<file path="src/rtl/gdd_pkg.sv">
// Shared types, widths and calendar helpers for the date difference block.
package gdd_pkg;

    localparam int DAY_W  = 5;
    localparam int MON_W  = 4;
    localparam int YEAR_W = 14;
    localparam int DIFF_W = 23;
    localparam int C100_W = 7;
    localparam int CEN_W  = 2;

    localparam logic [YEAR_W-1:0] YEAR_MIN = YEAR_W'(1);
    localparam logic [YEAR_W-1:0] YEAR_MAX = YEAR_W'(9999);

    localparam logic [MON_W-1:0]  MONTH_FIRST = MON_W'(1);
    localparam logic [MON_W-1:0]  MONTH_LAST  = MON_W'(12);

    localparam logic [8:0] DAYS_COMMON = 9'd365;
    localparam logic [8:0] DAYS_LEAP   = 9'd366;
    localparam logic [4:0] FEB_LEAP    = 5'd29;

    // centuries and the 100-year position within the current run of years
    localparam logic [C100_W-1:0] C100_LAST = C100_W'(99);

    typedef struct packed {
        logic              sub;
        logic [DIFF_W-1:0] a;
        logic [DIFF_W-1:0] b;
    } t_alu_op;

    typedef struct packed {
        logic [YEAR_W-1:0] year;
        logic              leap;
    } t_year_info;

    typedef struct packed {
        logic start;
        logic step;
    } t_year_ctl;

    // month lengths, January first; February follows the leap flag
    function automatic logic [4:0] month_days(input logic [MON_W-1:0] m, input logic leap);
        logic [4:0] len;
        begin
            case (m)
                4'd1:    len = 5'd31;
                4'd2:    len = leap ? FEB_LEAP : 5'd28;
                4'd3:    len = 5'd31;
                4'd4:    len = 5'd30;
                4'd5:    len = 5'd31;
                4'd6:    len = 5'd30;
                4'd7:    len = 5'd31;
                4'd8:    len = 5'd31;
                4'd9:    len = 5'd30;
                4'd10:   len = 5'd31;
                4'd11:   len = 5'd30;
                4'd12:   len = 5'd31;
                default: len = 5'd0;
            endcase
            return len;
        end
    endfunction

    function automatic logic [YEAR_W-1:0] clamp_year(input logic [YEAR_W-1:0] y);
        logic [YEAR_W-1:0] r;
        begin
            if (y < YEAR_MIN) begin
                r = YEAR_MIN;
            end else if (y > YEAR_MAX) begin
                r = YEAR_MAX;
            end else begin
                r = y;
            end
            return r;
        end
    endfunction

endpackage

</file>
<file path="src/rtl/gregorian_date_difference.sv">
// Gregorian date difference: signed days from the first date to the second.
// One transaction at a time: s_axis_tready is high only while idle. The year walk,
// one year a cycle through a single shared adder, counts from year 1 up to the later
// (clamped) year; the month walks then add the later date's month lengths and take
// off the earlier date's. Years below 1 or above 9999 are clamped. Setting
// count_end_day (address 0) adds one to the magnitude.
module gregorian_date_difference (
    input  logic        i_clk,
    input  logic        i_rst_n,
    // configuration
    input  logic        psel,
    input  logic        penable,
    input  logic        pwrite,
    input  logic [2:0]  paddr,
    input  logic [31:0] pwdata,
    output logic [31:0] prdata,
    output logic        pready,
    // input items
    input  logic        s_axis_tvalid,
    output logic        s_axis_tready,
    // first_day, first_month, first_year, second_day, second_month, second_year, pad
    input  logic [47:0] s_axis_tdata,
    // results
    output logic        m_axis_tvalid,
    input  logic        m_axis_tready,
    // day_difference, pad
    output logic [23:0] m_axis_tdata
);

    localparam logic [2:0] ST_IDLE = 3'd0;
    localparam logic [2:0] ST_YEAR = 3'd1;
    localparam logic [2:0] ST_MHI  = 3'd2;
    localparam logic [2:0] ST_MLO  = 3'd3;
    localparam logic [2:0] ST_FIN  = 3'd4;
    localparam logic [2:0] ST_NEG  = 3'd5;
    localparam logic [2:0] ST_OUT  = 3'd6;

    localparam logic [2:0] ADDR_COUNT_END = 3'd0;

    logic [2:0] r_state, n_state;
    logic       r_count_end_day;

    logic [gdd_pkg::DAY_W-1:0]  r_lo_d, r_hi_d, n_lo_d, n_hi_d;
    logic [gdd_pkg::MON_W-1:0]  r_lo_m, r_hi_m, n_lo_m, n_hi_m;
    logic [gdd_pkg::YEAR_W-1:0] r_lo_y, r_hi_y, n_lo_y, n_hi_y;
    logic                       r_negative, n_negative;
    logic                       r_equal, n_equal;
    logic                       r_leap_lo, n_leap_lo;
    logic                       r_leap_hi, n_leap_hi;
    logic [gdd_pkg::MON_W-1:0]  r_mon, n_mon;
    logic [gdd_pkg::DIFF_W-1:0] r_acc, n_acc;

    gdd_pkg::t_alu_op           alu_op;
    logic                       alu_en;
    logic [gdd_pkg::DIFF_W-1:0] alu_res;
    gdd_pkg::t_year_ctl         year_ctl;
    gdd_pkg::t_year_info        year_info;

    logic [gdd_pkg::DAY_W-1:0]  in_d1, in_d2;
    logic [gdd_pkg::MON_W-1:0]  in_m1, in_m2;
    logic [gdd_pkg::YEAR_W-1:0] in_y1, in_y2;
    logic                       in_before, in_equal;
    logic                       in_accept;

    gdd_alu u_alu (
        .i_op     (alu_op),
        .o_result (alu_res)
    );

    gdd_calendar u_calendar (
        .i_clk   (i_clk),
        .i_rst_n (i_rst_n),
        .i_ctl   (year_ctl),
        .o_info  (year_info)
    );

    // configuration port
    assign pready = 1'b1;
    assign prdata = (paddr == ADDR_COUNT_END) ? {31'd0, r_count_end_day} : 32'd0;

    always_ff @(posedge i_clk) begin
        if (!i_rst_n) begin
            r_count_end_day <= 1'b0;
        end else if (psel && penable && pwrite && pready && (paddr == ADDR_COUNT_END)) begin
            r_count_end_day <= pwdata[0];
        end
    end

    // input unpacking and ordering
    assign in_d1 = s_axis_tdata[4:0];
    assign in_m1 = s_axis_tdata[8:5];
    assign in_y1 = gdd_pkg::clamp_year(s_axis_tdata[22:9]);
    assign in_d2 = s_axis_tdata[27:23];
    assign in_m2 = s_axis_tdata[31:28];
    assign in_y2 = gdd_pkg::clamp_year(s_axis_tdata[45:32]);

    always_comb begin
        if (in_y1 != in_y2) begin
            in_before = in_y1 < in_y2;
        end else if (in_m1 != in_m2) begin
            in_before = in_m1 < in_m2;
        end else begin
            in_before = in_d1 < in_d2;
        end
    end

    assign in_equal  = (in_y1 == in_y2) && (in_m1 == in_m2) && (in_d1 == in_d2);
    assign in_accept = s_axis_tvalid && s_axis_tready;

    assign s_axis_tready = (r_state == ST_IDLE);
    assign m_axis_tvalid = (r_state == ST_OUT);
    assign m_axis_tdata  = {1'b0, r_acc};

    // sequencer
    always_comb begin
        n_state    = r_state;
        n_lo_d     = r_lo_d;
        n_lo_m     = r_lo_m;
        n_lo_y     = r_lo_y;
        n_hi_d     = r_hi_d;
        n_hi_m     = r_hi_m;
        n_hi_y     = r_hi_y;
        n_negative = r_negative;
        n_equal    = r_equal;
        n_leap_lo  = r_leap_lo;
        n_leap_hi  = r_leap_hi;
        n_mon      = r_mon;
        n_acc      = r_acc;
        alu_en     = 1'b0;
        alu_op.sub = 1'b0;
        alu_op.a   = r_acc;
        alu_op.b   = '0;
        year_ctl.start = 1'b0;
        year_ctl.step  = 1'b0;

        case (r_state)
            ST_IDLE: begin
                if (in_accept) begin
                    if (in_before) begin
                        n_lo_d = in_d1; n_lo_m = in_m1; n_lo_y = in_y1;
                        n_hi_d = in_d2; n_hi_m = in_m2; n_hi_y = in_y2;
                    end else begin
                        n_lo_d = in_d2; n_lo_m = in_m2; n_lo_y = in_y2;
                        n_hi_d = in_d1; n_hi_m = in_m1; n_hi_y = in_y1;
                    end
                    n_negative     = !in_before && !in_equal;
                    n_equal        = in_equal;
                    n_acc          = '0;
                    year_ctl.start = 1'b1;
                    n_state        = ST_YEAR;
                end
            end
            ST_YEAR: begin
                if (year_info.year == r_lo_y) begin
                    n_leap_lo = year_info.leap;
                end
                if (year_info.year == r_hi_y) begin
                    // last year reached: start the later date's day of year
                    n_leap_hi = year_info.leap;
                    alu_en    = 1'b1;
                    alu_op.b  = gdd_pkg::DIFF_W'(r_hi_d);
                    n_mon     = gdd_pkg::MONTH_FIRST;
                    n_state   = ST_MHI;
                end else begin
                    year_ctl.step = 1'b1;
                    if (year_info.year >= r_lo_y) begin
                        alu_en   = 1'b1;
                        alu_op.b = gdd_pkg::DIFF_W'(year_info.leap ? gdd_pkg::DAYS_LEAP
                                                                   : gdd_pkg::DAYS_COMMON);
                    end
                end
            end
            ST_MHI: begin
                alu_en = 1'b1;
                if ((r_mon < r_hi_m) && (r_mon <= gdd_pkg::MONTH_LAST)) begin
                    alu_op.b = gdd_pkg::DIFF_W'(gdd_pkg::month_days(r_mon, r_leap_hi));
                    n_mon    = r_mon + gdd_pkg::MON_W'(1);
                end else begin
                    alu_op.sub = 1'b1;
                    alu_op.b   = gdd_pkg::DIFF_W'(r_lo_d);
                    n_mon      = gdd_pkg::MONTH_FIRST;
                    n_state    = ST_MLO;
                end
            end
            ST_MLO: begin
                if ((r_mon < r_lo_m) && (r_mon <= gdd_pkg::MONTH_LAST)) begin
                    alu_en     = 1'b1;
                    alu_op.sub = 1'b1;
                    alu_op.b   = gdd_pkg::DIFF_W'(gdd_pkg::month_days(r_mon, r_leap_lo));
                    n_mon      = r_mon + gdd_pkg::MON_W'(1);
                end else begin
                    n_state = ST_FIN;
                end
            end
            ST_FIN: begin
                // equal dates give a zero span before the end day is added
                alu_en   = 1'b1;
                alu_op.a = r_equal ? '0 : r_acc;
                alu_op.b = gdd_pkg::DIFF_W'(r_count_end_day);
                n_state  = r_negative ? ST_NEG : ST_OUT;
            end
            ST_NEG: begin
                alu_en     = 1'b1;
                alu_op.sub = 1'b1;
                alu_op.a   = '0;
                alu_op.b   = r_acc;
                n_state    = ST_OUT;
            end
            ST_OUT: begin
                if (m_axis_tready) begin
                    n_state = ST_IDLE;
                end
            end
            default: begin
                n_state = ST_IDLE;
            end
        endcase

        if (alu_en) begin
            n_acc = alu_res;
        end
    end

    always_ff @(posedge i_clk) begin
        if (!i_rst_n) begin
            r_state <= ST_IDLE;
        end else begin
            r_state <= n_state;
        end
    end

    always_ff @(posedge i_clk) begin
        r_lo_d     <= n_lo_d;
        r_lo_m     <= n_lo_m;
        r_lo_y     <= n_lo_y;
        r_hi_d     <= n_hi_d;
        r_hi_m     <= n_hi_m;
        r_hi_y     <= n_hi_y;
        r_negative <= n_negative;
        r_equal    <= n_equal;
        r_leap_lo  <= n_leap_lo;
        r_leap_hi  <= n_leap_hi;
        r_mon      <= n_mon;
        r_acc      <= n_acc;
    end

    a_busy_after_accept: assert property (@(posedge i_clk) disable iff (!i_rst_n)
        (s_axis_tvalid && s_axis_tready) |=> !s_axis_tready)
        else $error("input accepted while a date pair is in progress");

    a_no_overlap: assert property (@(posedge i_clk) disable iff (!i_rst_n)
        s_axis_tready |-> !m_axis_tvalid)
        else $error("ready and result valid together");

    a_walk_bound: assert property (@(posedge i_clk) disable iff (!i_rst_n)
        (r_state == ST_YEAR) |-> (year_info.year <= r_hi_y))
        else $error("year walk passed the later year");

    a_month_bound: assert property (@(posedge i_clk) disable iff (!i_rst_n)
        ((r_state == ST_MHI) || (r_state == ST_MLO)) |-> (r_mon <= 4'd13))
        else $error("month counter out of range");

    a_neg_only_if_negative: assert property (@(posedge i_clk) disable iff (!i_rst_n)
        (r_state == ST_NEG) |-> (r_negative && !r_equal))
        else $error("negation of a non-negative span");

endmodule

</file>
<file path="src/rtl/gdd_alu.sv">
// Shared add/subtract unit for the day accumulator.
module gdd_alu (
    input  gdd_pkg::t_alu_op             i_op,
    output logic [gdd_pkg::DIFF_W-1:0]   o_result
);

    always_comb begin
        if (i_op.sub) begin
            o_result = i_op.a - i_op.b;
        end else begin
            o_result = i_op.a + i_op.b;
        end
    end

endmodule

</file>
<file path="src/rtl/gdd_calendar.sv">
// Year walker: counts years from 1 and tracks the 4/100/400 leap rule by counters.
module gdd_calendar (
    input  logic                  i_clk,
    input  logic                  i_rst_n,
    input  gdd_pkg::t_year_ctl    i_ctl,
    output gdd_pkg::t_year_info   o_info
);

    logic [gdd_pkg::YEAR_W-1:0] r_year, n_year;
    logic [gdd_pkg::C100_W-1:0] r_c100, n_c100;   // year mod 100
    logic [gdd_pkg::CEN_W-1:0]  r_cen,  n_cen;    // (year / 100) mod 4

    always_comb begin
        n_year = r_year;
        n_c100 = r_c100;
        n_cen  = r_cen;
        if (i_ctl.start) begin
            n_year = gdd_pkg::YEAR_MIN;
            n_c100 = gdd_pkg::C100_W'(1);
            n_cen  = '0;
        end else if (i_ctl.step) begin
            n_year = r_year + gdd_pkg::YEAR_W'(1);
            if (r_c100 == gdd_pkg::C100_LAST) begin
                n_c100 = '0;
                n_cen  = r_cen + gdd_pkg::CEN_W'(1);
            end else begin
                n_c100 = r_c100 + gdd_pkg::C100_W'(1);
            end
        end
    end

    always_ff @(posedge i_clk) begin
        if (!i_rst_n) begin
            r_year <= gdd_pkg::YEAR_MIN;
            r_c100 <= gdd_pkg::C100_W'(1);
            r_cen  <= '0;
        end else begin
            r_year <= n_year;
            r_c100 <= n_c100;
            r_cen  <= n_cen;
        end
    end

    // y mod 4 is the low two bits of y mod 100
    assign o_info.year = r_year;
    assign o_info.leap = ((r_c100[1:0] == 2'd0) && (r_c100 != '0))
                       || ((r_c100 == '0) && (r_cen == '0));

endmodule

</file>
<file path="config.mk">
export PLATFORM = sky130hd
export DESIGN_NAME = gregorian_date_difference
export DESIGN_NICKNAME = d
export VERILOG_FILES = /design/src/rtl/gdd_pkg.sv /design/src/rtl/gregorian_date_difference.sv /design/src/rtl/gdd_alu.sv /design/src/rtl/gdd_calendar.sv
export SDC_FILE = /design/constraint.sdc
export NUM_CORES = 1
export LEC_CHECK = 0
export ABC_CLOCK_PERIOD_IN_PS = 8100
export BUFFER_PORTS_ARGS = -buffer_cell sky130_fd_sc_hd__buf_2
export CAP_MARGIN = 20
export CORE_UTILIZATION = 32
export CTS_CLUSTER_SIZE = 12
export DETAILED_ROUTE_END_ITERATION = 8
export HOLD_SLACK_MARGIN = 0.12
export SLEW_MARGIN = 20
export SYNTH_ARGS = -nofsm -noshare
export SYNTH_HDL_FRONTEND = slang
export SYNTH_HIERARCHICAL = 1
export SYNTH_SLANG_ARGS = --single-unit
</file>
<file path="constraint.sdc">
create_clock -name i_clk -period 8.1 [get_ports i_clk]
set_input_delay 0.405 -clock i_clk [delete_from_list [all_inputs] [get_ports i_clk]]
set_output_delay 0.405 -clock i_clk [all_outputs]
set_load 0.005 [all_outputs]
</file>
==> summary.md, run 1 <==
| Metric | Value |
|---|---|
| DR pass1 iterations | `8` |
| Critical-path cell list | `ha_1, a21o_1, a221o_1, a21oi_1, o21ai_1, nand2_1, o221ai_1, inv_1, ha_1, nor3b_1, a31oi_1, xnor2_1, ha_1, a21o_1, a221oi_2, o21ai_0, a221oi_1, nand2_1, xor2_1, and2_1` |
| Hpwl dp | `approximately 15000 um` |
| Cell family with most CP delay | `compound AO/OA/AOI/OAI gates` |
| Worst path required time | `8220 ps` |
| Crit-path max FO | `7` |
| Die Span X | `167 um` |
| EDFF count, synth | `77` |
| Full die area | `around 0.028 mm^2` |
| Clk slew on worst S/H paths | `around 80 ps` |
| Period minus WS final | `5550 ps` |
| Remaining antenna violation count | `0` |
| Most numerous cell in the Yosys netlist | `edfxtp_1` |
| Met2 Use GR | `0.239` |
| Row count | `59` |
| Maximum clock path buffer count | `2` |
| Met3 GRT Util | `0.0171` |
| Slew headroom | `0.354` |
| Clk sinks | `104` |
| Nets | `~1200` |
| Clock Skew | `14.9 ps` |
| Synth Register Bits | `104` |
| Post-CTS setup buffer count | `0` |
| Crit end category | `register` |
| Gr usage total | `0.145` |
| Setup TNS | `0 ps` |
| CP most frequent cell | `ha_1` |
| Final WL | `approximately 20000 um` |
| Final setup viols | `0` |
| Yosys warns | `6` |
| Sequential-to-total area share from yosys stat | `0.329` |
| H-Tree Depth | `3` |
| Crit path kind | `register to register` |
| Mean Syn Cell Area | `just over 9 um^2` |
| CP max stage cell | `nor3b_1` |
| Netlist cell types | `89` |
| Clk Latency, worst-skew pair | `between 300 and 400 ps` |
| Arr. time, crit path | `5670 ps` |
| Post-DR vias/cell | `5.00` |
| Top post-synthesis cells by area | `edfxtp_1, ha_1, dfxtp_1, xnor2_1, mux2i_1` |
| Area share of the largest cell type after synthesis | `0.267` |
| I/O Buffers | `82` |
| Largest net degree at the start of global routing | `52` |
| P&R area growth vs syn | `10.7%` |
| Most frequent cells after synthesis | `edfxtp_1, ha_1, inv_1, nor2_1, nand2_1` |
| Fin crit share | `0.685` |
| Global route total overflow | `0` |
| RSZ-0062 raised after global routing | `false` |
| Ports | `149` |
| Initial antenna violation count | `0` |
| DR vias | `6762` |
| Routability cong. | `0.851` |
| Slew @ Worst Pin | `969 ps` |
| Total CTS buffers | `9` |
| Fraction of registers with async set/reset | `0` |
| Gr busiest metal | `met2` |
| IR drop worst, VDD | `about 0.23 mV` |
| First-pass GRT wire length | `about 33000 um` |
| # resized after CTS | `0` |
| Post-synth top area cell | `edfxtp_1` |
| Mapped Cells | `945` |
| CP Launch Type | `register` |
| Final Util | `0.365` |
| Layout cell share with drive strength beyond 1 | `0.154` |
| Power density cells | `a little over 400 mW/mm^2` |
| Status | `finished with violations` |
| Slew Limit Fails | `0` |
| Vias in the first global route | `6577` |
| M1 GR Usage | `0.199` |
| Buf+Inv Stages, Crit Path | `1` |
| Max Cap Violations | `0` |
| Hold buffer count at cts | `0` |
| Final hold violations | `0` |
| Pleak | `~4.0 nW` |
| Worst hold path class | `input port to register` |
| Failing checks | `DRC` |
| Initial Util | `0.330` |
| Clock root buffer | `clkbuf_16` |
| Ys flop type | `edfxtp_1` |
| Die H | `167 um` |
| Routed WL per cell | `approximately 14 um` |
| Cell Area, Synth | `0.00866 mm^2` |
| CTS tree | `built` |
| Core Footprint | `0.0263 mm^2` |
| Fmax | `0.180 GHz` |
| Residual DRC | `12` |
| Slowest cell delay on critical path | `560 ps` |
| DRT iter0 DRCs | `452` |
state kept, by name, summed over array words and instances (netlist names):
register,count
r_hi_y,14
u_calendar/r_year,14
r_mon,4
r_state,3
r_equal,1
r_hi_m,4
r_count_end_day,1
u_calendar/r_cen,2
r_negative,1
r_hi_d,5
r_lo_m,4
r_leap_lo,1
r_acc,23
r_leap_hi,1
u_calendar/r_c100,7
r_lo_y,14
r_lo_d,5
cells by family after synthesis:
family,Yosys count,share of synthesized area
compound gates,176,0.143
xor+xnor,64,0.0656
fa+ha+maj,76,0.111
buf+inv,134,0.0769
flops,104,0.329
mux,57,0.0689
other cells,2,0.000867
simple gates,332,0.204
final cells by class:
cell class	instances	area (um^2)
Fill cell	2682	16700
Multi-Input combinational cell	738	5280
Sequential cell	104	2850
Timing Repair Buffer	87	448
Tap cell	335	419
Inverter	72	270
Clock buffer	9	225
Clock inverter	7	83.8
Antenna cell	1	2.50
power by group:
part | total, mW | internal [mW] | switching (mW)
logic | 2.62 | 1.13 | 1.49
clock network | 0.461 | 0.225 | 0.236
registers | 0.852 | 0.755 | 0.0971
final timing paths:
kind / cells after the start / from / slack [ps] / endpoint
max: 20 / u_calendar/r_year[7] / 2550 / r_acc[19]
min reg2reg: 2 / u_calendar/r_cen[1] / 490 / u_calendar/r_cen[1]
min: 3 / pwdata[0] / 340 / r_count_end_day
max reg2reg: 20 / u_calendar/r_year[7] / 2550 / r_acc[19]
routing by layer:
layer / vias up / part of all wire
met5: - / 0
met4: 0 / 0.014
met3: 19 / 0.032
met2: 129 / 0.46
met1: 3158 / 0.50
li1: 3456 / -
cell usage in the layout, fill, tap and decap left out, drive strengths merged, types with 4 or more instances in the layout:
cell / instances
dfxtp: 27
nand2b: 14
mux2: 21
xnor2: 50
nand3: 12
o21ai: 35
a31oi: 8
and3: 17
o211ai: 13
o21a: 10
mux2i: 36
and2: 37
nor3: 12
a211oi: 4
inv: 78
or3: 10
nor2: 74
a21oi: 57
nand2: 69
nand4: 22
edfxtp: 77
xor2: 14
nor2b: 35
buf: 87
a221oi: 4
a21o: 8
ha: 75
clkbuf: 9
nor4: 16
conb: 33
metrics by stage:
stage	cells	cell area [um^2]	worst slack [ps]	hold WS (ps)	power, mW
6_report	1353	9590	2550	336	3.93
5_1_grt	1352	9580	2150	353	4.29
4_1_cts	1352	9580	2630	338	3.95
3_5_place_dp	1336	9270	2660	477	3.46
3_3_place_gp	1336	9270	2710	465	3.45
2_1_floorplan	976	8780	3560	450	2.94
worst min-delay path, cell delays in order:
cell     delay [ps]
buf_2            80
mux2i_1          90
nor2_1           90
(Power assumes the default switching activity.)
==> run 2, diff against run 1 <==
--- a/config.mk
+++ b/config.mk
@@ -5,7 +5,7 @@
 export SDC_FILE = /design/constraint.sdc
 export NUM_CORES = 1
 export LEC_CHECK = 0
-export ABC_CLOCK_PERIOD_IN_PS = 8100
+export ABC_CLOCK_PERIOD_IN_PS = 5550
 export BUFFER_PORTS_ARGS = -buffer_cell sky130_fd_sc_hd__buf_2
 export CAP_MARGIN = 20
 export CORE_UTILIZATION = 32
==> constraint.sdc (replaced) <==
create_clock -name i_clk -period 5.55 [get_ports i_clk]
set_input_delay 0.2775 -clock i_clk [delete_from_list [all_inputs] [get_ports i_clk]]
set_output_delay 0.2775 -clock i_clk [all_outputs]
set_load 0.005 [all_outputs]
==> run 2 against run 1 <==
Net effect: the flow still finishes with violations (DRC); final cell count is 0.59% higher; critical endpoint is now r_acc[21]; combinational power is 48% higher; first-iteration DRC count is 10% lower; die area stayed put; highest routed layer unchanged; critical path type unchanged.
==> summary.md, run 2 (same netlist as run 1, synthesis figures left out) <==
| Metric | Value |
|---|---|
| Fin crit share | `0.914 (was 0.685)` |
| Global route total overflow | `0 (unchanged)` |
| Post-DR vias/cell | `4.97 (was 5.00)` |
| Leading cell type in the layout, fill and taps excluded | `buf_2 (unchanged)` |
| CTS tree | `built (unchanged)` |
| IR drop worst, VDD | `0.308 mV (was 0.226 mV)` |
| Worst path required time | `5670 ps (was 8220 ps)` |
| Total CTS buffers | `9 (unchanged)` |
| Final WL | `19200 um (was 19500 um)` |
| Routability cong. | `0.880 (was 0.851)` |
| Crit-path max FO | `10 (was 7)` |
| P&R area growth vs syn | `11.4% (was 10.7%)` |
| Slew headroom | `0.388 (was 0.354)` |
| Setup WS pre-CTS | `397 ps (was 2660 ps)` |
| DR vias | `6759 (was 6762)` |
| Routed WL per cell | `14.1 um (was 14.4 um)` |
| Final setup viols | `0 (unchanged)` |
| Status | `finished with violations (unchanged)` |
| CP Launch Type | `register (unchanged)` |
| Largest net degree at the start of global routing | `52 (unchanged)` |
| First-pass GRT wire length | `32200 um (was 32800 um)` |
| Arr. time, crit path | `5190 ps (was 5670 ps)` |
| RSZ-0062 raised after global routing | `false (unchanged)` |
| Nets | `1186 (was 1178)` |
| Initial Util | `0.330 (unchanged)` |
| Residual DRC | `12 (unchanged)` |
| Max Cap Violations | `0 (unchanged)` |
| Clk Latency, worst-skew pair | `360 ps (about the same)` |
| Largest Register | `r_acc (unchanged)` |
| Full die area | `0.0277 mm^2 (unchanged)` |
| Critical-path cell list | `ha_1, a21o_1, a221o_1, a21oi_1, o21ai_1, nand2_1, nand4b_1, nor3_2, nand2b_1, nor4_4, and2_1, nor2_1, xnor2_1, ha_1, nand2_1, nor2_1, and3_1, o31a_1, o21ai_1, xnor2_1, and2_1 (was ha_1, a21o_1, a221o_1, a21oi_1, o21ai_1, nand2_1, o221ai_1, inv_1, ha_1, nor3b_1, a31oi_1, xnor2_1, ha_1, a21o_1, a221oi_2, o21ai_0, a221oi_1, nand2_1, xor2_1, and2_1)` |
| Period minus WS final | `5070 ps (was 5550 ps)` |
| PnR worst setup slack | `479 ps (was 2550 ps)` |
| Slew Limit Fails | `0 (unchanged)` |
| Core Footprint | `0.0263 mm^2 (unchanged)` |
| Row count | `59 (unchanged)` |
| Max FFs per register | `23 (unchanged)` |
| Ports | `149 (unchanged)` |
| Pleak | `4.01 nW (was 3.97 nW)` |
| Clk slew on worst S/H paths | `70 ps (was 80 ps)` |
| Fmax | `0.197 GHz (was 0.180 GHz)` |
| Clock root buffer | `clkbuf_16 (unchanged)` |
| Die Span X | `167 um (unchanged)` |
| H-Tree Depth | `3 (unchanged)` |
| Commonest non-fill, non-tap cells in the layout | `buf_2, edfxtp_1, ha_1 (unchanged)` |
| Crit path kind | `register to register (unchanged)` |
| Remaining antenna violation count | `0 (unchanged)` |
| Gr usage total | `0.143 (was 0.145)` |
| Failing checks | `DRC (unchanged)` |
| Slowest cell delay on critical path | `460 ps (was 560 ps)` |
| Die H | `167 um (unchanged)` |
| Maximum clock path buffer count | `2 (unchanged)` |
| Clk sinks | `104 (unchanged)` |
| DRT iter0 DRCs | `405 (was 452)` |
| Initial antenna violation count | `0 (unchanged)` |
| CP max stage cell | `dfxtp_1 (was nor3b_1)` |
| Layout cell share with drive strength beyond 1 | `0.161 (was 0.154)` |
| Final hold violations | `0 (unchanged)` |
| Clock Skew | `8.48 ps (was 14.9 ps)` |
| Hpwl dp | `15100 um (was 15200 um)` |
| Power density cells | `595 mW/mm^2 (was 410 mW/mm^2)` |
| Crit end category | `register (unchanged)` |
| Vias in the first global route | `6388 (was 6577)` |
| Setup TNS | `0 ps (unchanged)` |
| Slew @ Worst Pin | `910 ps (was 969 ps)` |
| Worst hold path class | `input port to register (unchanged)` |
| DR pass1 iterations | `7 (was 8)` |
| I/O Buffers | `82 (unchanged)` |
[run 2: changes by cell type in the layout (fill, tap and decap cells not counted), sizes merged]
cell,previous run,this run
clkinvlp,0,1
buf,87,95
inv,78,76
clkinv,1,2
[run 2: metal layers]
layer  track usage  wire, um  part of all wire  vias to the layer above
met5             0         0                 0                        -
met4        0.0495       344             0.018                        0
met3        0.0154       648             0.034                       20
met2         0.230      8710              0.45                      127
met1         0.198      9540              0.50                     3140
li1              -         -                 -                     3472
[run 2: area by class of cell]
cell class	instances	area [um^2]
multi-input cells	738	5300
fillers	2693	16600
flip-flops and latches	104	2850
repair buffers	95	520
inverters	72	270
clock inverters	7	60.1
well taps	335	419
clock buffers	9	225
diodes	1	2.50
[run 2: final timing paths]
kind	to	cells after the start	slack [ps]	start
max	r_acc[21]	21	480	u_calendar/r_year[7]
min reg2reg	u_calendar/r_cen[0]	2	490	u_calendar/r_cen[0]
max reg2reg	r_acc[21]	21	480	u_calendar/r_year[7]
min	r_lo_d[1]	2	250	s_axis_tdata[24]
[run 2: what timing repair did]
item / 4_1_cts / 5_1_grt
hold buffers: 0 / 0
endpoints found under the setup margin: 0 / 5
setup buffers: 0 / 0
gates resized for setup: 0 / 3
[run 2: worst max-delay path, delay by kind of cell (launching register included)]
| family | cells | cell delay, ps |
|---|---|---|
| and+or+nand+nor | 11 | 2170 |
| AOI/OAI and AO/OA | 6 | 1170 |
| adders and majority gates | 2 | 750 |
| DFF | 1 | 460 |
| xor gates and xnor gates | 2 | 250 |
[run 2: metrics by stage]
stage | hold slack (ps) | utilization | total power [mW] | cell area (um^2) | instances
floorplan | 421 | - | 4.29 | 8780 | 976
global placement | 460 | 0.355 | 5.08 | 9340 | 1344
detailed placement | 474 | 0.355 | 5.09 | 9340 | 1344
CTS | 211 | 0.366 | 5.76 | 9630 | 1360
global route | 243 | 0.367 | 6.27 | 9650 | 1360
finish | 254 | 0.367 | 5.74 | 9650 | 1361
[run 2: where the power goes]
group / switching, mW / total (mW) / internal [mW]
logic: 2.18 / 3.87 / 1.69
registers: 0.143 / 1.24 / 1.10
clock network: 0.314 / 0.628 / 0.314
total: 2.64 / 5.74 / 3.10
